`src/rtl/bts_pkg.sv`:
```
// ----------------------------------------------------------------------------
// bts_pkg
// Shared types, constants and helpers for the bulk transfer packet segmenter.
// ----------------------------------------------------------------------------
package bts_pkg;

  // Largest endpoint packet in bytes (legal range 8 to 64)
  localparam int unsigned MAX_PACKET = 64;

  localparam int unsigned ADDR_W = 16;
  localparam int unsigned LEN_W  = 16;
  localparam int unsigned PKT_W  = 7;
  localparam int unsigned TXS_W  = 2;

  localparam logic [PKT_W-1:0] MAX_PKT_LEN = PKT_W'(MAX_PACKET);

  // Item kinds on the input channel
  localparam logic MODE_START = 1'b0;
  localparam logic MODE_SENT  = 1'b1;

  // Reported transmit state codes
  localparam logic [TXS_W-1:0] TXS_READY      = 2'd0;
  localparam logic [TXS_W-1:0] TXS_BUSY       = 2'd1;
  localparam logic [TXS_W-1:0] TXS_BUSY_ZLP   = 2'd2;
  localparam logic [TXS_W-1:0] TXS_COMPLETING = 2'd3;

  // Transfer phase, one-hot
  typedef enum logic [3:0] {
    PH_READY      = 4'b0001,
    PH_BUSY       = 4'b0010,
    PH_BUSY_ZLP   = 4'b0100,
    PH_COMPLETING = 4'b1000
  } phase_t;

  // Transfer context kept between beats
  typedef struct packed {
    phase_t             phase;
    logic [LEN_W-1:0]   bytes_left;
    logic [ADDR_W-1:0]  cursor_address;
    logic [PKT_W-1:0]   last_packet_length;
  } xfer_state_t;

  // One result beat
  typedef struct packed {
    logic               packet_issued;
    logic [ADDR_W-1:0]  packet_address;
    logic [PKT_W-1:0]   packet_length;
    logic               start_accepted;
    logic [TXS_W-1:0]   tx_state;
  } result_t;

  // Map the one-hot phase to its reported code
  function automatic logic [TXS_W-1:0] phase_code(phase_t ph);
    logic [TXS_W-1:0] code;
    code = TXS_READY;
    unique case (ph)
      PH_READY:      code = TXS_READY;
      PH_BUSY:       code = TXS_BUSY;
      PH_BUSY_ZLP:   code = TXS_BUSY_ZLP;
      PH_COMPLETING: code = TXS_COMPLETING;
      default:       code = TXS_READY;
    endcase
    return code;
  endfunction

  // Size of the next packet for a given remaining byte count
  function automatic logic [PKT_W-1:0] chunk_of(logic [LEN_W-1:0] remaining);
    logic [PKT_W-1:0] len;
    if (remaining < LEN_W'(MAX_PACKET)) begin
      len = remaining[PKT_W-1:0];
    end else begin
      len = MAX_PKT_LEN;
    end
    return len;
  endfunction

endpackage

```
`src/rtl/bulk_transfer_packet_segmenter.sv`:
```
// ----------------------------------------------------------------------------
// bulk_transfer_packet_segmenter
// Splits a bulk IN transmit request into endpoint packets.
// ----------------------------------------------------------------------------
// A mode 0 beat starts a transfer (start_address, transfer_length) when the
// segmenter is ready and issues the first packet of at most MAX_PACKET bytes
// at once; a mode 0 beat at any other time is dropped with start_accepted low.
// Each mode 1 beat reports that the previous packet went out: it issues the
// next packet, a zero-length packet after a full final packet, or moves the
// transfer to completing and then back to ready. Every input beat yields
// exactly one result beat carrying the state after that beat. One beat per
// cycle is sustained: the transfer context updates on each accepted beat and the
// result sits in an output register backed by a skid stage, so in_ready only
// drops when two results are waiting.
// ----------------------------------------------------------------------------
module bulk_transfer_packet_segmenter import bts_pkg::*; (
  input  logic               clk,
  input  logic               rst,
  input  logic               in_valid,
  output logic               in_ready,
  input  logic               mode,
  input  logic [ADDR_W-1:0]  start_address,
  input  logic [LEN_W-1:0]   transfer_length,
  output logic               out_valid,
  input  logic               out_ready,
  output logic               packet_issued,
  output logic [ADDR_W-1:0]  packet_address,
  output logic [PKT_W-1:0]   packet_length,
  output logic               start_accepted,
  output logic [TXS_W-1:0]   tx_state
);

  xfer_state_t state;
  xfer_state_t state_next;
  result_t     step_res;
  result_t     out_data;
  logic        in_fire;

  assign in_fire = in_valid && in_ready;

  bts_step u_step (
    .cur             (state),
    .mode            (mode),
    .start_address   (start_address),
    .transfer_length (transfer_length),
    .nxt             (state_next),
    .res             (step_res)
  );

  // Hold transfer context; advance on each accepted beat
  always_ff @(posedge clk) begin
    if (rst) begin
      state.phase              <= PH_READY;
      state.bytes_left         <= '0;
      state.cursor_address     <= '0;
      state.last_packet_length <= '0;
    end else if (in_fire) begin
      state <= state_next;
    end
  end

  bts_out_buf u_out_buf (
    .clk       (clk),
    .rst       (rst),
    .push      (in_fire),
    .push_data (step_res),
    .can_push  (in_ready),
    .out_valid (out_valid),
    .out_ready (out_ready),
    .out_data  (out_data)
  );

  assign packet_issued  = out_data.packet_issued;
  assign packet_address = out_data.packet_address;
  assign packet_length  = out_data.packet_length;
  assign start_accepted = out_data.start_accepted;
  assign tx_state       = out_data.tx_state;

endmodule

```
`src/rtl/bts_step.sv`:
```
// ----------------------------------------------------------------------------
// bts_step
// Next-state and result logic for one beat: start a transfer or react to a
// packet-sent event.
// ----------------------------------------------------------------------------
module bts_step import bts_pkg::*; (
  input  xfer_state_t        cur,
  input  logic               mode,
  input  logic [ADDR_W-1:0]  start_address,
  input  logic [LEN_W-1:0]   transfer_length,
  output xfer_state_t        nxt,
  output result_t            res
);

  logic [LEN_W-1:0] sent;
  logic [LEN_W-1:0] left_after;
  logic [PKT_W-1:0] first_len;

  // Bytes retired by the packet just sent, never more than what is left
  always_comb begin
    sent = LEN_W'(cur.last_packet_length);
    if (sent > cur.bytes_left) begin
      sent = cur.bytes_left;
    end
  end

  assign left_after = cur.bytes_left - sent;
  assign first_len  = chunk_of(transfer_length);

  // Decide the transition and the packet to hand out
  always_comb begin
    nxt = cur;
    res = '0;
    if (mode == MODE_START) begin
      if (cur.phase == PH_READY) begin
        nxt.phase              = PH_BUSY;
        nxt.cursor_address     = start_address;
        nxt.bytes_left         = transfer_length;
        nxt.last_packet_length = first_len;
        res.start_accepted     = 1'b1;
        res.packet_issued      = 1'b1;
        res.packet_address     = start_address;
        res.packet_length      = first_len;
      end
    end else begin
      unique case (cur.phase)
        PH_COMPLETING: nxt.phase = PH_READY;
        PH_BUSY_ZLP:   nxt.phase = PH_COMPLETING;
        PH_BUSY: begin
          nxt.bytes_left     = left_after;
          nxt.cursor_address = cur.cursor_address + sent;
          if (left_after != '0) begin
            nxt.last_packet_length = chunk_of(left_after);
            res.packet_issued      = 1'b1;
            res.packet_address     = cur.cursor_address + sent;
            res.packet_length      = chunk_of(left_after);
          end else if (cur.last_packet_length == MAX_PKT_LEN) begin
            // Full final packet: terminate with a zero-length packet
            nxt.last_packet_length = '0;
            nxt.phase              = PH_BUSY_ZLP;
            res.packet_issued      = 1'b1;
          end else begin
            nxt.phase = PH_COMPLETING;
          end
        end
        default: nxt.phase = cur.phase;
      endcase
    end
    res.tx_state = phase_code(nxt.phase);
  end

endmodule

```
`src/rtl/bts_out_buf.sv`:
```
// ----------------------------------------------------------------------------
// bts_out_buf
// Output register with a skid stage so the input side keeps flowing while a
// result waits to be taken.
// ----------------------------------------------------------------------------
module bts_out_buf import bts_pkg::*; (
  input  logic     clk,
  input  logic     rst,
  input  logic     push,
  input  result_t  push_data,
  output logic     can_push,
  output logic     out_valid,
  input  logic     out_ready,
  output result_t  out_data
);

  logic    skid_valid;
  result_t skid_data;
  logic    pop;

  assign pop      = out_valid && out_ready;
  assign can_push = !skid_valid;

  // Control: valid flags
  always_ff @(posedge clk) begin
    if (rst) begin
      out_valid  <= 1'b0;
      skid_valid <= 1'b0;
    end else begin
      priority if (pop && skid_valid) begin
        skid_valid <= 1'b0;
      end else if (push && (!out_valid || pop)) begin
        out_valid <= 1'b1;
      end else if (push) begin
        skid_valid <= 1'b1;
      end else if (pop) begin
        out_valid <= 1'b0;
      end
    end
  end

  // Payload: move skid forward, load output or park in skid
  always_ff @(posedge clk) begin
    priority if (pop && skid_valid) begin
      out_data <= skid_data;
    end else if (push && (!out_valid || pop)) begin
      out_data <= push_data;
    end else if (push) begin
      skid_data <= push_data;
    end
  end

endmodule

```
`config.mk`:
```
export PLATFORM = sky130hd
export DESIGN_NAME = bulk_transfer_packet_segmenter
export DESIGN_NICKNAME = d
export VERILOG_FILES = /design/src/rtl/bts_pkg.sv /design/src/rtl/bulk_transfer_packet_segmenter.sv /design/src/rtl/bts_step.sv /design/src/rtl/bts_out_buf.sv
export SDC_FILE = /design/constraint.sdc
export NUM_CORES = 1
export LEC_CHECK = 0
export BUFFER_PORTS_ARGS = -buffer_cell sky130_fd_sc_hd__buf_2
export CAP_MARGIN = 15
export CORE_MARGIN = 2
export CORE_UTILIZATION = 55
export DETAILED_ROUTE_END_ITERATION = 10
export HOLD_SLACK_MARGIN = 0.06
export PLACE_DENSITY_LB_ADDON = 0.3
export SKIP_LAST_GASP = 1
export SYNTH_ARGS = -nofsm -noshare
export SYNTH_HDL_FRONTEND = slang
export SYNTH_HIERARCHICAL = 1
export SYNTH_SLANG_ARGS = --single-unit
```
`constraint.sdc`:
```
create_clock -name clk -period 4.5 [get_ports clk]
set_clock_uncertainty 0.2 [all_clocks]
set_input_delay 0.225 -clock clk [delete_from_list [all_inputs] [get_ports clk]]
set_output_delay 0.225 -clock clk [all_outputs]
set_load 0.02 [all_outputs]
```
=== Yosys cells after proc, flatten, opt, wreduce, memory -nomap -nowiden ===
Index checks and enable logic that the tools add are counted.
W data, S select, Z words.

* Logic and storage cells: 75
* Flip-flop bits (word level): 99

* Muxes and demuxes: 24
* Bitwise operators: 2
* Magnitude comparators: 3
* Reductions and logical operators: 17
* $add $sub $neg: 2
* Equality and inequality tests: 11

{| class="wikitable"
|+ Operators by type and width
! operator !! count
|-
| $mux W43 || 2
|-
| $mux W27 || 2
|-
| $mux W24 || 2
|-
| $mux W39 || 1
|-
| $lt A16 B7 Y1 const B || 2
|-
| $mux W7 || 4
|-
| $mux W25 || 1
|-
| $mux W23 || 1
|-
| $add A16 B16 Y16 || 1
|-
| $gt A7 B16 Y1 || 1
|-
| $mux W16 || 1
|-
| $reduce_bool A16 Y1 || 1
|-
| $sub A16 B16 Y16 || 1
|-
| $pmux W4 S3 || 1
|-
| $reduce_and A3 Y1 || 3
|-
| $eq A4 B2 Y1 const B || 2
|-
| $eq A4 B3 Y1 const B || 2
|-
| $eq A4 B4 Y1 const B || 2
|-
| $mux W4 || 2
|-
| $eq A7 B7 Y1 const B || 1
|-
| $mux W1 || 6
|-
| $pmux W2 S3 || 1
|-
| $reduce_bool A2 Y1 || 3
|-
| $eq A4 B1 Y1 const B || 1
|-
| 10 further kinds || 15
|}

=== Depth between registers and ports, before layout ===
* Depth after elaboration: 12
* Gate-level depth with buffers: 25

=== By module ===
Netlist, hierarchy kept.

{| class="wikitable"
|+ By module, submodules not included
! module !! times used !! seq. area each (um^2) !! area an instance (um^2) !! cells each
|-
| bts_step || 1 || 0.0 || 2936.6 || 460
|-
| bulk_transfer_packet_segmenter || 1 || 860.8 || 2379.8 || 198
|-
| bts_out_buf || 1 || 1661.6 || 2130.8 || 96
|}

=== Worst setup path after synthesis ===
OpenSTA, ideal clock, no wires.

* Path kind: register to register
* Start point: register state[24] (netlist name)
* End point: register u_out_buf/out_data[17] (netlist name)
* Setup time: 0.260 ns
* Clock period less this slack: 4.755 ns
* Data required time: 4.040 ns
* Stages on the path, launching flop included: 24
* Setup slack: -0.255 ns
* Arrival time: 4.295 ns
* Path through: dfxtp_1 inv_1 ha_1 nor2b_1 o21ai_0 nand2b_1 a21oi_1 o22ai_1 nand3_1 clkbuf_1 nand2_1 o21ai_0 ha_1 inv_1 fa_1 a211oi_2 or4_1 o2111ai_1 nor3b_1 nand4b_1 and2_1 buf_2 a22o_1 mux2_4

{| class="wikitable"
|+ RTL lines
! element !! line !! text
|-
| start: declaration || bulk_transfer_packet_segmenter.sv:33 || <nowiki>xfer_state_t state;</nowiki>
|-
| start signal: assignment || bulk_transfer_packet_segmenter.sv:58 || <nowiki>state <= state_next;</nowiki>
|}

==> results.py <==
metrics = {
    "run_status": {
        "status": "finished, violations left",
        "violations": "negative setup slack",
    },
    "grt": {
        "grt_max_degree": 87,
        "grt_pass1_wl_um": 32430,
        "track_usage": 0.2818,
        "antenna_found_initial": 0,
        "grt_pass1_vias": 6294,
        "grt-ovfl-total": 0,
    },
    "yosys": {
        "netlist_instances": 754,
        "synth_edf_count": 54,
        "avgSynthCellArea_um2": 9.877,
        "synth_area_um2": 7447,
        "synth_commonest_cells": "nand2_1, edfxtp_1, nor2_1",
        "synth_fa_ha_area_frac": 0.05410,
        "synthTopCellsByArea": "edfxtp_1, dfxtp_1, a21bo_2",
        "synth_top_family_by_area": "compound AO/OA/AOI/OAI gates",
        "synth_xor_area_frac": 0.01999,
        "yosysSeqAreaShare": 0.3387,
        "muxShareOfSynthArea": 0.05225,
        "synthDistinctLibCells": 80,
        "synth_top_flop_cell": "edfxtp_1",
        "synth-warning-count": 6,
        "synth-async-reset-ratio": 0,
        "synth_top_area_cell": "edfxtp_1",
        "synth_seq_cells": 99,
        "synth_top_area_share": 0.2177,
        "synth_compound_area_frac": 0.2660,
        "yosysMostFrequentCell": "nand2_1",
        "synthSimpleGateAreaFrac": 0.1872,
    },
    "route": {
        "vias_per_cell": 6.232,
        "vias": 6718,
        "wire_per_inst_um": 19.71,
        "routed_wl_um": 21250,
        "drtAntennaViolNets": 0,
        "drc_errors": 0,
        "firstDrtPassIters": 8,
        "drt-initial-drc-count": 779,
    },
    "timing": {
        "fmax_ghz": 0.2167,
        "slew_violations": 0,
        "holdWs_ns": 0.06684,
        "setup_viol": 13,
        "tightest_slew_ns": 1.147,
        "rsz0062_at_grt": "true",
        "slew-limit-headroom": 0.2353,
        "period_share": 1.025,
        "hold_violations": 0,
        "finalCriticalPeriod_ns": 4.615,
        "timing.final.ws_setup_ns": -0.1145,
    },
    "clocking": {
        "clkSinkCount": 99,
        "insertion_delay_ns": 0.36,
        "numCtsBuffers": 9,
        "path_clk_slew_ns": 0.08,
        "cts.path.max_buffers": 2,
        "cts_root_buf": "clkbuf_16",
        "htree_num_levels": 3,
        "tritoncts": "built",
    },
    "die": {
        "dieArea_um2": 14490,
        "placementRows": 42,
        "coreArea_um2": 13240,
        "initial_utilization": 0.5624,
        "io_pins": 66,
        "die_y_um": 120.4,
        "die-width_um": 120.4,
    },
    "setup_path": {
        "slowest_stage": "fa_2",
        "path_cells": "inv_2 -> ha_4 -> nor2b_4 -> o21ai_2 -> nand2b_1 -> a21oi_2 -> o22ai_1 -> nand3_1 -> buf_6 -> buf_12 -> nor2_4 -> a21oi_4 -> fa_2 -> a211oi_4 -> nor2_1 -> xnor2_1 -> nand4_1 -> buf_4 -> nand2b_4 -> o31ai_4 -> xnor2_1 -> nor2_1 -> mux2_4",
        "critPathCaptureType": "flop",
        "cp-startpoint": "state[24]$_SDFFE_PP0P_",
        "crit_buf_inv": 4,
        "r2r-start": "state[24]$_SDFFE_PP0P_",
        "required_ns": 4.40,
        "worstSetupStartpointType": "flop",
        "worst_ep_arrival_time_ns": 4.52,
        "max_stage_delay_ns": 0.39,
        "criticalPathCategory": "flop to flop",
        "crit_fanout": 7,
        "critPathTopFamily": "simple AND/OR/NAND/NOR gates",
    },
    "placed_design": {
        "port_buffers": 65,
        "place_hpwl_um": 14370,
        "dpl_cell_area_um2": 8182,
        "gp_congestion": 1.008,
        "pre_cts_ws_ns": -0.2430,
    },
    "min_path": {
        "hold_path_class": "input pin to flop",
        "holdCritStartpoint": "start_address[9]",
    },
    "layout": {
        "multi_input_area_um2": 4792,
        "area_growth_pct": 23.66,
        "diodes": 0,
        "stdcell_area_um2": 9209,
        "fillCellCount": 980,
        "post_route_cells_drive_above_1_share": 0.4601,
        "regArea_um2": 2525,
        "layout.nets": 965,
    },
    "pwr": {
        "power_density_nw_per_um2": 301.8,
        "irDropWorstVdd_mv": 0.1756,
        "leakage_nw": 3.779,
    },
    "flow_run": {
        "cap_violations": 0,
    },
}
power breakdown:
| part | leakage, nW | internal, mW | switching (mW) |
|---|---|---|---|
| sequential | 0.880 | 1.01 | 0.0313 |
| clock | 0.152 | 0.447 | 0.388 |
| combinational | 2.75 | 0.391 | 0.513 |
worst paths after layout:
check,endpoint,slack [ns],depth (start not counted)
setup / recovery,u_out_buf/out_data[1]$_DFFE_PP_,-0.11,23
hold / removal,u_out_buf/skid_data[19]$_DFFE_PP_,0.07,2
setup reg to reg,u_out_buf/out_data[1]$_DFFE_PP_,-0.11,23
hold reg to reg,u_out_buf/out_data[20]$_DFFE_PP_,0.35,1
stage by stage:
step                setup TNS, ns  power, mW  utilization  std cells
finish                    -0.5775      2.779       0.6954       1078
global route               -7.309      2.889       0.6954       1078
CTS                       -0.3470      2.645       0.6519       1060
detailed placement         -3.672      1.787       0.6178       1036
global placement           -1.118      1.769       0.6178       1036
floorplan                       0      1.566            -        761
registers in the layout, summed over array words and instances (netlist names):
name	cells
u_out_buf/skid_valid	1
u_out_buf/skid_data	27
u_out_buf/out_valid	1
u_out_buf/out_data	27
state	43
layer usage:
layer  up-vias  routed length (um)  share of wire  global-route usage
li1       3077                   -              -                   -
met1      3224                8829           0.42              0.3972
met2       362                9897           0.47              0.4290
met3        55                1952          0.092             0.05896
met4         0                 569          0.027             0.09956
met5         -                   0              0                   0
cell usage in the layout (no fill, tap or decap), types with 6 or more instances in the layout:
| cell type | n |
|---|---|
| a211oi_1 | 6 |
| a21o_1 | 17 |
| nand3_1 | 18 |
| clkbuf_16 | 10 |
| dlygate4sd3_1 | 11 |
| mux2_4 | 21 |
| a21bo_2 | 40 |
| conb_1 | 8 |
| mux2_2 | 6 |
| a21oi_2 | 52 |
| buf_2 | 64 |
| xnor2_1 | 9 |
| o21ai_0 | 23 |
| buf_4 | 91 |
| edfxtp_1 | 54 |
| o21ai_2 | 13 |
| and3_1 | 6 |
| inv_1 | 23 |
| nand3_2 | 40 |
| nor3_1 | 6 |
| nand2_1 | 61 |
| nor2_1 | 47 |
| a22oi_1 | 6 |
| a31oi_1 | 9 |
| a21oi_1 | 29 |
| ha_1 | 24 |
| dfxtp_1 | 43 |
cell type report:
class,count,share of cell area
sequential,99,0.2742
clock inverter,7,0.009647
clock buffer,9,0.02446
timing repair buffer,174,0.1359
tap,176,0.02391
multi-input combinational,585,0.5204
inverter,28,0.01155
logic make-up after synthesis:
kind of cell | after synthesis
compound gates | 263
simple gates | 237
flops | 99
buf+inv | 78
fa+ha+maj | 31
mux | 28
xor+xnor | 17
other cells | 1
timing repair:
action                                 in CTS  in global routing
pin swaps                                   6                 45
cloned                                      0                  2
setup endpoints to repair                  38                 67
buffers inserted                            4                 12
hold buffers                                4                  7
resized for setup                          20                 92
endpoints found under the hold margin       4                  7
No activity file was read; power rests on OpenSTA's default activity.
